**src/design/cpf_pkg.sv**
```systemverilog
`timescale 1ns / 1ps
// Shared types, constants and the CRC-16/CCITT byte update for the command packet framer.
// Depends on nothing; every other design file imports it.
package cpf_pkg;

    // Field widths of one command beat.
    localparam int OPCODE_W  = 8;
    localparam int LEN_W     = 13;
    localparam int BYTE_W    = 8;
    localparam int CRC_W     = 16;

    // Input tdata: opcode, payload_length, data_byte, lowest bits first.
    localparam int S_TDATA_W = 32;

    // Output tuser bit positions.
    localparam int USR_START = 0;
    localparam int USR_END   = 1;
    localparam int USR_ERR   = 2;
    localparam int M_TUSER_W = 3;

    // Command codes.
    localparam logic CMD_START   = 1'b0;
    localparam logic CMD_PAYLOAD = 1'b1;

    // Configuration register indexes.
    localparam logic REG_SYNC = 1'b0;
    localparam logic REG_MAX  = 1'b1;
    localparam int   CFG_W    = 13;

    // Reset values and limits.
    localparam logic [BYTE_W-1:0] SYNC_RESET        = 8'hAA;
    localparam logic [LEN_W-1:0]  MAX_RESET         = 13'd4096;
    localparam int                MAX_PAYLOAD_BYTES = 4096;

    // CRC-16/CCITT-FALSE.
    localparam logic [CRC_W-1:0] CRC_POLY = 16'h1021;
    localparam logic [CRC_W-1:0] CRC_INIT = 16'hFFFF;

    // Longest burst of result beats caused by one item, and its counter width.
    localparam int BURST_MAX = 6;
    localparam int CNT_W     = $clog2(BURST_MAX + 1);

    // One result beat.
    typedef struct packed {
        logic [BYTE_W-1:0] data;
        logic              pkt_start;
        logic              pkt_end;
        logic              err;
    } t_beat;

    // All result beats of one item, beat 0 goes out first.
    typedef struct packed {
        t_beat [BURST_MAX-1:0] beats;
        logic [CNT_W-1:0]      count;
    } t_burst;

    // One registered command item plus the CRC over opcode and length low byte.
    typedef struct packed {
        logic                command;
        logic [OPCODE_W-1:0] opcode;
        logic [LEN_W-1:0]    len;
        logic [BYTE_W-1:0]   data;
        logic [CRC_W-1:0]    hdr_crc;
    } t_item;

    // MSB-first CRC update over one byte.
    function automatic logic [CRC_W-1:0] crc_byte(input logic [CRC_W-1:0] crc,
                                                  input logic [BYTE_W-1:0] b);
        logic [CRC_W-1:0] c;
        c = crc ^ {b, 8'h00};
        for (int i = 0; i < 8; i++) begin
            if (c[CRC_W-1]) begin
                c = {c[CRC_W-2:0], 1'b0} ^ CRC_POLY;
            end else begin
                c = {c[CRC_W-2:0], 1'b0};
            end
        end
        return c;
    endfunction

endpackage

```
**src/design/cpf_in_stage.sv**
```systemverilog
`timescale 1ns / 1ps
// Input register of the framer: takes one command beat and starts the header CRC.
// Depends on cpf_pkg.
module cpf_in_stage
    import cpf_pkg::*;
(
    input  logic                 i_clk,
    input  logic                 i_rst_n,
    input  logic                 i_s_tvalid,
    output logic                 o_s_tready,
    input  logic [S_TDATA_W-1:0] i_s_tdata,
    input  logic                 i_s_tuser,
    input  logic                 i_free,
    output logic                 o_take,
    output t_item                o_item
);

    logic  r_valid;
    t_item r_item;
    t_item n_item;
    logic  load;

    // The held item moves on as soon as the result stage has room.
    assign o_take     = r_valid && i_free;
    assign o_s_tready = !r_valid || i_free;
    assign load       = i_s_tvalid && o_s_tready;
    assign o_item     = r_item;

    // Unpack the beat and fold the opcode and length low byte into the CRC.
    always_comb begin
        n_item.command = i_s_tuser;
        n_item.opcode  = i_s_tdata[OPCODE_W-1:0];
        n_item.len     = i_s_tdata[OPCODE_W+LEN_W-1:OPCODE_W];
        n_item.data    = i_s_tdata[OPCODE_W+LEN_W+BYTE_W-1:OPCODE_W+LEN_W];
        n_item.hdr_crc = crc_byte(crc_byte(CRC_INIT, n_item.opcode),
                                  n_item.len[BYTE_W-1:0]);
    end

    // Valid flag.
    always_ff @(posedge i_clk) begin
        if (!i_rst_n) begin
            r_valid <= 1'b0;
        end else if (load) begin
            r_valid <= 1'b1;
        end else if (o_take) begin
            r_valid <= 1'b0;
        end
    end

    // Payload register.
    always_ff @(posedge i_clk) begin
        if (load) begin
            r_item <= n_item;
        end
    end

endmodule

```
**src/design/cpf_core.sv**
```systemverilog
`timescale 1ns / 1ps
// Packet state, configuration registers and the burst of result beats for one item.
// Depends on cpf_pkg.
module cpf_core
    import cpf_pkg::*;
#(
    parameter int MAX_PAYLOAD = MAX_PAYLOAD_BYTES
) (
    input  logic             i_clk,
    input  logic             i_rst_n,
    input  logic             i_cfg_valid,
    input  logic             i_cfg_index,
    input  logic [CFG_W-1:0] i_cfg_data,
    input  logic             i_take,
    input  t_item            i_item,
    output t_burst           o_burst
);

    localparam int PAR_W = $clog2(MAX_PAYLOAD + 1);
    localparam int CMP_W = (PAR_W > LEN_W) ? PAR_W : LEN_W;
    localparam logic [CMP_W-1:0] PAR_LIMIT = CMP_W'(MAX_PAYLOAD);

    logic [BYTE_W-1:0] r_sync;
    logic [LEN_W-1:0]  r_max;
    logic              r_in_packet;
    logic              n_in_packet;
    logic [LEN_W-1:0]  r_remaining;
    logic [LEN_W-1:0]  n_remaining;
    logic [CRC_W-1:0]  r_crc;
    logic [CRC_W-1:0]  n_crc;

    logic [CMP_W-1:0]  limit;
    logic [CRC_W-1:0]  hdr_crc;
    logic [CRC_W-1:0]  pay_crc;
    logic [LEN_W-1:0]  len_hi;
    logic [LEN_W-1:0]  rem_dec;
    logic              start_bad;
    logic              pay_bad;
    t_beat             err_beat;

    // Configuration registers.
    always_ff @(posedge i_clk) begin
        if (!i_rst_n) begin
            r_sync <= SYNC_RESET;
            r_max  <= MAX_RESET;
        end else if (i_cfg_valid) begin
            unique case (i_cfg_index)
                REG_SYNC: r_sync <= i_cfg_data[BYTE_W-1:0];
                REG_MAX:  r_max  <= i_cfg_data;
                default:  r_sync <= r_sync;
            endcase
        end
    end

    // Length limit is the smaller of the register and the build-time bound.
    assign limit = (CMP_W'(r_max) < PAR_LIMIT) ? CMP_W'(r_max) : PAR_LIMIT;

    assign len_hi    = i_item.len >> BYTE_W;
    assign hdr_crc   = crc_byte(i_item.hdr_crc, len_hi[BYTE_W-1:0]);
    assign pay_crc   = crc_byte(r_crc, i_item.data);
    assign rem_dec   = r_remaining - LEN_W'(1);
    assign start_bad = r_in_packet || (CMP_W'(i_item.len) > limit);
    assign pay_bad   = !r_in_packet || (r_remaining == '0);

    always_comb begin
        err_beat.data      = '0;
        err_beat.pkt_start = 1'b0;
        err_beat.pkt_end   = 1'b0;
        err_beat.err       = 1'b1;
    end

    // Build the result beats and the next packet state.
    always_comb begin
        n_in_packet = r_in_packet;
        n_remaining = r_remaining;
        n_crc       = r_crc;
        o_burst     = '0;
        unique case (i_item.command)
            CMD_START: begin
                if (start_bad) begin
                    o_burst.beats[0] = err_beat;
                    o_burst.count    = CNT_W'(1);
                end else begin
                    o_burst.beats[0] = '{r_sync, 1'b1, 1'b0, 1'b0};
                    o_burst.beats[1] = '{i_item.opcode, 1'b0, 1'b0, 1'b0};
                    o_burst.beats[2] = '{i_item.len[BYTE_W-1:0], 1'b0, 1'b0, 1'b0};
                    o_burst.beats[3] = '{len_hi[BYTE_W-1:0], 1'b0, 1'b0, 1'b0};
                    o_burst.beats[4] = '{hdr_crc[BYTE_W-1:0], 1'b0, 1'b0, 1'b0};
                    o_burst.beats[5] = '{hdr_crc[CRC_W-1:BYTE_W], 1'b0, 1'b1, 1'b0};
                    if (i_item.len == '0) begin
                        // Empty packet closes at once; state stays idle.
                        o_burst.count = CNT_W'(6);
                    end else begin
                        o_burst.count = CNT_W'(4);
                        n_in_packet   = 1'b1;
                        n_remaining   = i_item.len;
                        n_crc         = hdr_crc;
                    end
                end
            end
            CMD_PAYLOAD: begin
                if (pay_bad) begin
                    o_burst.beats[0] = err_beat;
                    o_burst.count    = CNT_W'(1);
                end else begin
                    o_burst.beats[0] = '{i_item.data, 1'b0, 1'b0, 1'b0};
                    o_burst.beats[1] = '{pay_crc[BYTE_W-1:0], 1'b0, 1'b0, 1'b0};
                    o_burst.beats[2] = '{pay_crc[CRC_W-1:BYTE_W], 1'b0, 1'b1, 1'b0};
                    if (rem_dec == '0) begin
                        // Last payload byte: append the CRC and close the packet.
                        o_burst.count = CNT_W'(3);
                        n_in_packet   = 1'b0;
                        n_remaining   = '0;
                        n_crc         = CRC_INIT;
                    end else begin
                        o_burst.count = CNT_W'(1);
                        n_remaining   = rem_dec;
                        n_crc         = pay_crc;
                    end
                end
            end
            default: o_burst = '0;
        endcase
    end

    // Packet state.
    always_ff @(posedge i_clk) begin
        if (!i_rst_n) begin
            r_in_packet <= 1'b0;
            r_remaining <= '0;
            r_crc       <= CRC_INIT;
        end else if (i_take) begin
            r_in_packet <= n_in_packet;
            r_remaining <= n_remaining;
            r_crc       <= n_crc;
        end
    end

endmodule

```
**src/design/cpf_out_seq.sv**
```systemverilog
`timescale 1ns / 1ps
// Result register of the framer: holds one burst and shifts its beats out.
// Depends on cpf_pkg.
module cpf_out_seq
    import cpf_pkg::*;
(
    input  logic                 i_clk,
    input  logic                 i_rst_n,
    input  logic                 i_load,
    input  t_burst               i_burst,
    output logic                 o_free,
    output logic                 o_m_tvalid,
    input  logic                 i_m_tready,
    output logic [BYTE_W-1:0]    o_m_tdata,
    output logic [M_TUSER_W-1:0] o_m_tuser,
    output logic                 o_m_tlast
);

    t_beat [BURST_MAX-1:0] r_beats;
    t_beat [BURST_MAX-1:0] n_beats;
    logic [CNT_W-1:0]      r_left;
    logic [CNT_W-1:0]      n_left;
    logic                  pop;

    assign pop    = (r_left != '0) && i_m_tready;
    assign o_free = (r_left == '0) || ((r_left == CNT_W'(1)) && i_m_tready);

    assign o_m_tvalid           = (r_left != '0);
    assign o_m_tlast            = (r_left == CNT_W'(1));
    assign o_m_tdata            = r_beats[0].data;
    assign o_m_tuser[USR_START] = r_beats[0].pkt_start;
    assign o_m_tuser[USR_END]   = r_beats[0].pkt_end;
    assign o_m_tuser[USR_ERR]   = r_beats[0].err;

    // A new burst replaces the old one; otherwise each taken beat shifts the line.
    always_comb begin
        n_beats = r_beats;
        n_left  = r_left;
        if (i_load) begin
            n_beats = i_burst.beats;
            n_left  = i_burst.count;
        end else if (pop) begin
            for (int k = 0; k < BURST_MAX - 1; k++) begin
                n_beats[k] = r_beats[k+1];
            end
            n_left = r_left - CNT_W'(1);
        end
    end

    // Beat count.
    always_ff @(posedge i_clk) begin
        if (!i_rst_n) begin
            r_left <= '0;
        end else begin
            r_left <= n_left;
        end
    end

    // Beat line.
    always_ff @(posedge i_clk) begin
        r_beats <= n_beats;
    end

endmodule

```
**src/design/crc16_command_packet_framer.sv**
```systemverilog
`timescale 1ns / 1ps
// Command packet framer with CRC-16/CCITT-FALSE: top level.
// Depends on cpf_pkg, cpf_in_stage, cpf_core and cpf_out_seq.
//
// Usage:
//   The slave stream takes command beats. tuser is the command: 0 starts a
//   packet (opcode and payload_length in tdata), 1 carries one payload byte.
//   The master stream gives one byte per beat; tuser marks packet start,
//   packet end and error, and tlast marks the final beat caused by an item.
//   A packet goes out as sync, opcode, length low, length high, payload,
//   CRC low, CRC high. The CRC covers all but the sync byte.
//   The config channel writes sync_value (index 0) or max_payload (index 1);
//   it is always ready. Write it only while the framer is idle (not enforced).
// Timing:
//   A taken command beat goes to the input register, its burst to the output
//   shift register. Payload bytes stream at one per cycle while the receiver
//   is ready; the last byte gives three beats (byte plus two CRC bytes). A start
//   gives four beats, six for an empty packet; a rejected item gives one. The
//   next item enters the output shift register only as the last beat leaves.
// Reset and stall:
//   Reset clears the open packet, the CRC and both streams, and restores the
//   registers to 0xAA and 4096. While the receiver stalls the output beat
//   holds; one more command beat is held in the input register.
module crc16_command_packet_framer
    import cpf_pkg::*;
#(
    parameter int MAX_PAYLOAD = MAX_PAYLOAD_BYTES
) (
    input  logic                 i_clk,
    input  logic                 i_rst_n,
    // Command stream.
    input  logic                 i_s_tvalid,
    output logic                 o_s_tready,
    input  logic [S_TDATA_W-1:0] i_s_tdata,  // opcode[7:0], payload_length[20:8],
                                             // data_byte[28:21], zero[31:29]
    input  logic                 i_s_tuser,  // command
    // Byte stream.
    output logic                 o_m_tvalid,
    input  logic                 i_m_tready,
    output logic [BYTE_W-1:0]    o_m_tdata,  // out_byte
    output logic [M_TUSER_W-1:0] o_m_tuser,  // packet_start, packet_end, error
    output logic                 o_m_tlast,  // last_of_run
    // Configuration writes.
    input  logic                 i_cfg_valid,
    output logic                 o_cfg_ready,
    input  logic                 i_cfg_index,
    input  logic [CFG_W-1:0]     i_cfg_data
);

    logic   take;
    logic   free;
    t_item  item;
    t_burst burst;

    assign o_cfg_ready = 1'b1;

    // Input register.
    cpf_in_stage u_in (
        .i_clk      (i_clk),
        .i_rst_n    (i_rst_n),
        .i_s_tvalid (i_s_tvalid),
        .o_s_tready (o_s_tready),
        .i_s_tdata  (i_s_tdata),
        .i_s_tuser  (i_s_tuser),
        .i_free     (free),
        .o_take     (take),
        .o_item     (item)
    );

    // Packet state and burst builder.
    cpf_core #(
        .MAX_PAYLOAD (MAX_PAYLOAD)
    ) u_core (
        .i_clk       (i_clk),
        .i_rst_n     (i_rst_n),
        .i_cfg_valid (i_cfg_valid),
        .i_cfg_index (i_cfg_index),
        .i_cfg_data  (i_cfg_data),
        .i_take      (take),
        .i_item      (item),
        .o_burst     (burst)
    );

    // Result shift register.
    cpf_out_seq u_out (
        .i_clk      (i_clk),
        .i_rst_n    (i_rst_n),
        .i_load     (take),
        .i_burst    (burst),
        .o_free     (free),
        .o_m_tvalid (o_m_tvalid),
        .i_m_tready (i_m_tready),
        .o_m_tdata  (o_m_tdata),
        .o_m_tuser  (o_m_tuser),
        .o_m_tlast  (o_m_tlast)
    );

endmodule

```
**config.mk**
```make
export PLATFORM = sky130hd
export DESIGN_NAME = crc16_command_packet_framer
export DESIGN_NICKNAME = d
export VERILOG_FILES = /design/src/design/cpf_pkg.sv /design/src/design/cpf_in_stage.sv /design/src/design/cpf_core.sv /design/src/design/cpf_out_seq.sv /design/src/design/crc16_command_packet_framer.sv
export SDC_FILE = /design/constraint.sdc
export NUM_CORES = 1
export LEC_CHECK = 0
export ABC_AREA = 1
export BUFFER_PORTS_ARGS = -buffer_cell sky130_fd_sc_hd__buf_2
export CAP_MARGIN = 20
export CORE_MARGIN = 2
export CORE_UTILIZATION = 55
export CTS_CLUSTER_SIZE = 8
export DETAILED_ROUTE_END_ITERATION = 10
export PLACE_DENSITY = 0.81
export SYNTH_ARGS = -nofsm -noshare
export SYNTH_HDL_FRONTEND = slang
export SYNTH_SLANG_ARGS = --single-unit
```
**constraint.sdc**
```tcl
create_clock -name i_clk -period 5.7 [get_ports i_clk]
set_input_delay 0.855 -clock i_clk [delete_from_list [all_inputs] [get_ports i_clk]]
set_output_delay 0.855 -clock i_clk [all_outputs]
set_load 0.01 [all_outputs]
```
==> flow_summary.yaml <==
outcome:
  outcome: "complete, no violations"
job:
  max_cap_violations: 0
timing:
  hold_violations: 0
  period_minus_slack_ns: 3.67
  fmax_mhz: 272
  rsz0062_at_grt: "false"
  worst_pin_slew_ns: 1.08
  fin_skew_ns: 0.00686
  tns_ns: 0
  drv_slew: 0
  setup_ws_ns: 2.03
  setup_viol: 0
  fin_crit_sh_pct: 64.5
  max-slew-margin-rel_pct: 28.2
pwr:
  comb_power_share_pct: 32.4
  seqPwrFrac_pct: 41.3
  p_clk_share_pct: 26.3
  internal_power_uw: 2810
  peakVddDrop_mv: 0.260
  p_leak_uw: 0.00370
  switching_share_pct: 34.7
  powerDensity_nw_per_um2: 482
  report.power.total_uw: 4300
  power.switching_uw: 1490
finish:
  final_cell_mix: "190 x nand2_1, 102 x edfxtp_1, 77 x nor2_1, 74 x inv_1, 62 x buf_2"
  stdcell_area_sq_um: 8920
  multi_input_area_sq_um: 3300
  num-fill-cells: 1135
  syn_to_final_growth_pct: 11.2
  regArea_sq_um: 4160
  diodes: 0
  drive_above_1_share_pct: 16.2
  num-nets-final: 966
  final_common_cell: "nand2_1"
synth:
  synth_warnings: 0
  synthDominantCellAreaShare_pct: 38.2
  synth_top_family_by_area: "simple AND/OR/NAND/NOR gates"
  netlist_area_sq_um: 8020
  netlist_top_cells_area: "edfxtp_1 38%, dfxtp_1 14%, nand2_1 8.9%"
  synth_nets: 924
  ys_types: 38
  syn_avg_cell_area_sq_um: 9.40
  ys_ff_latch: 157
  yosysTopAreaCell: "edfxtp_1"
  synthXorXnorAreaFrac_pct: 8.75
  synthAdderAreaFrac_pct: 2.96
  seq_area_frac_synth_pct: 51.9
  synthMuxAreaShare_pct: 0
  synth_cells: 853
  synth_compound_area_share_pct: 9.27
  synthSimpleGateAreaFrac_pct: 19.9
floorplanning:
  core_sq_um: 14400
  design.die.area_sq_um: 15600
  die_width_microns: 125
  die_y_microns: 125
  core.rowCount: 44
  io-pin-count: 67
  start_util_pct: 55.8
critical_path:
  path_class: "reg2reg"
  path_buf_inv: 4
  path_cells: "inv_1, nand2_1, ha_1, nand2_1, inv_2, nand3_1, nor2_2, nand3_1, nand2_1, nand3_2, inv_1, nand2_1, inv_2, nand2_1, o211ai_1"
  rr_worst_depth: 15
  crit_cells: 15
  critical-path-top-delay-family: "simple AND/OR/NAND/NOR gates"
  crit_top_cell: "nand2_1"
  cp_max_fo: 21
  worstPathRequired_ns: 5.92
  start_kind: "register"
  slowest_stage: "inv_2"
  end_kind: "register"
  cp.arrival_ns: 3.90
  critical_path.max_stage_delay_ns: 0.58
place:
  placed_cell_area_sq_um: 8330
  port_buffers: 62
  dp.final_hpwl_microns: 12400
  dpl_worst_slack_ns: 2.17
  place_congestion: 0.917
routing:
  drtIter0Drc: 760
  wl_microns: 18500
  dr.pass1.iters: 8
  drt-wirelength-per-cell_microns: 17.0
  viasPerCell: 5.58
  vias: 6097
  route.detailed.drc: 0
  ant_nets: 0
grt:
  grt_max_degree: 52
  track_usage_pct: 24.6
  antenna_found_initial: 0
  grt_pass1_vias: 5728
  grt_pass1_wl_microns: 29700
  overflow: 0
clock_network:
  tritoncts: "built"
  clk_pin_slew_ns: 0.06
  tritoncts.num_buffers: 17
  clk-insertion-delay-late_ns: 0.42
  cts_sinks: 157
  root_buffer: "clkbuf_16"
  cts_setup_buffers: 0
  htree_num_levels: 4
  cts_buffer_depth: 2
  cts_hold_buf: 0
  post_cts_resized: 0
hold_path:
  hold_path_depth: 2
  hold_path_class: "reg2reg"
==> cell usage after synthesis, drive strengths merged <==
master and number:
o211ai 17, nand3 56, inv 78, ha 19
edfxtp 102, dfxtp 55, conb 1, clkbuf 14
nor2 89, nor3 3, or2 4, o21ai 46
buf 29, xor2 31, a21boi 1, clkinv 1
o21bai 1, a21oi 45, xnor2 44, nand2 199
a22o 4, nand4 6, o221ai 8
==> power groups by stage <==
| stage | registers, uW | logic [uW] | clock network [uW] |
|---|---|---|---|
| 5_1_grt | 1800 | 1540 | 1190 |
| 2_1_floorplan | 1770 | 1070 | 0 |
| 6_report | 1780 | 1390 | 1130 |
| 4_1_cts | 1780 | 1380 | 1140 |
| 3_5_place_dp | 1790 | 1360 | 0 |
| 3_3_place_gp | 1790 | 1320 | 0 |
==> per-layer routing <==
| metal | up-vias | part of all wire, % | GRT usage [%] |
|---|---|---|---|
| met2 | 318 | 46 | 37.7 |
| met3 | 40 | 9.6 | 5.41 |
| li1 | 2894 | - | - |
| met1 | 2845 | 42 | 34.9 |
| met4 | 0 | 2.1 | 7.80 |
| met5 | - | 0 | 0 |
==> flip-flops by register name (all words and copies together) (netlist names), 8 cells and up <==
register,cells
u_core.r_crc,16
u_core.r_max,13
u_core.r_remaining,13
u_core.r_sync,8
u_in.o_item,46
u_out.o_m_tdata,8
u_out.r_beats,45
==> tightest hold or removal path: cells and delay by family, from the launching register on <==
family | cells | cell delay (ns)
AND/OR/NAND/NOR | 2 | 0.11
flip-flops | 1 | 0.32
==> stage by stage <==
step	std cells	util, %	hold WS, ns
after floorplan	853	-	0.429
after global placement	1060	58.0	0.447
after detailed placement	1060	58.0	0.443
after CTS	1092	62.1	0.457
after global routing	1092	62.1	0.496
final	1092	62.1	0.460
==> worst paths after layout <==
kind,start,endpoint,slack [ns]
setup / recovery,u_core.r_max[12],u_out.r_beats[17],2.03
hold / removal,u_core.r_sync[3],u_core.r_sync[3],0.46
setup reg to reg,u_core.r_max[12],u_out.r_beats[17],2.03
hold reg to reg,u_core.r_sync[3],u_core.r_sync[3],0.46
==> logic make-up (layout without fill, tap and decap cells) <==
family                   Yosys count  in the layout
AND/OR/NAND/NOR                  357            357
buffers and inverters            122            177
flip-flops                       157            157
AO/OA/AOI/OAI                    122            122
other                              1              1
adder cells (fa/ha/maj)           19             19
XOR/XNOR                          75             75
==> layout make-up <==
class	count	area share [%]
clock inverters	7	0.954
multi-input cells	574	37.0
clock buffers	25	5.68
flip-flops and latches	157	46.7
inverters	79	3.32
repair buffers	66	3.82
well taps	184	2.58
Power figures use the tool's default switching activity.
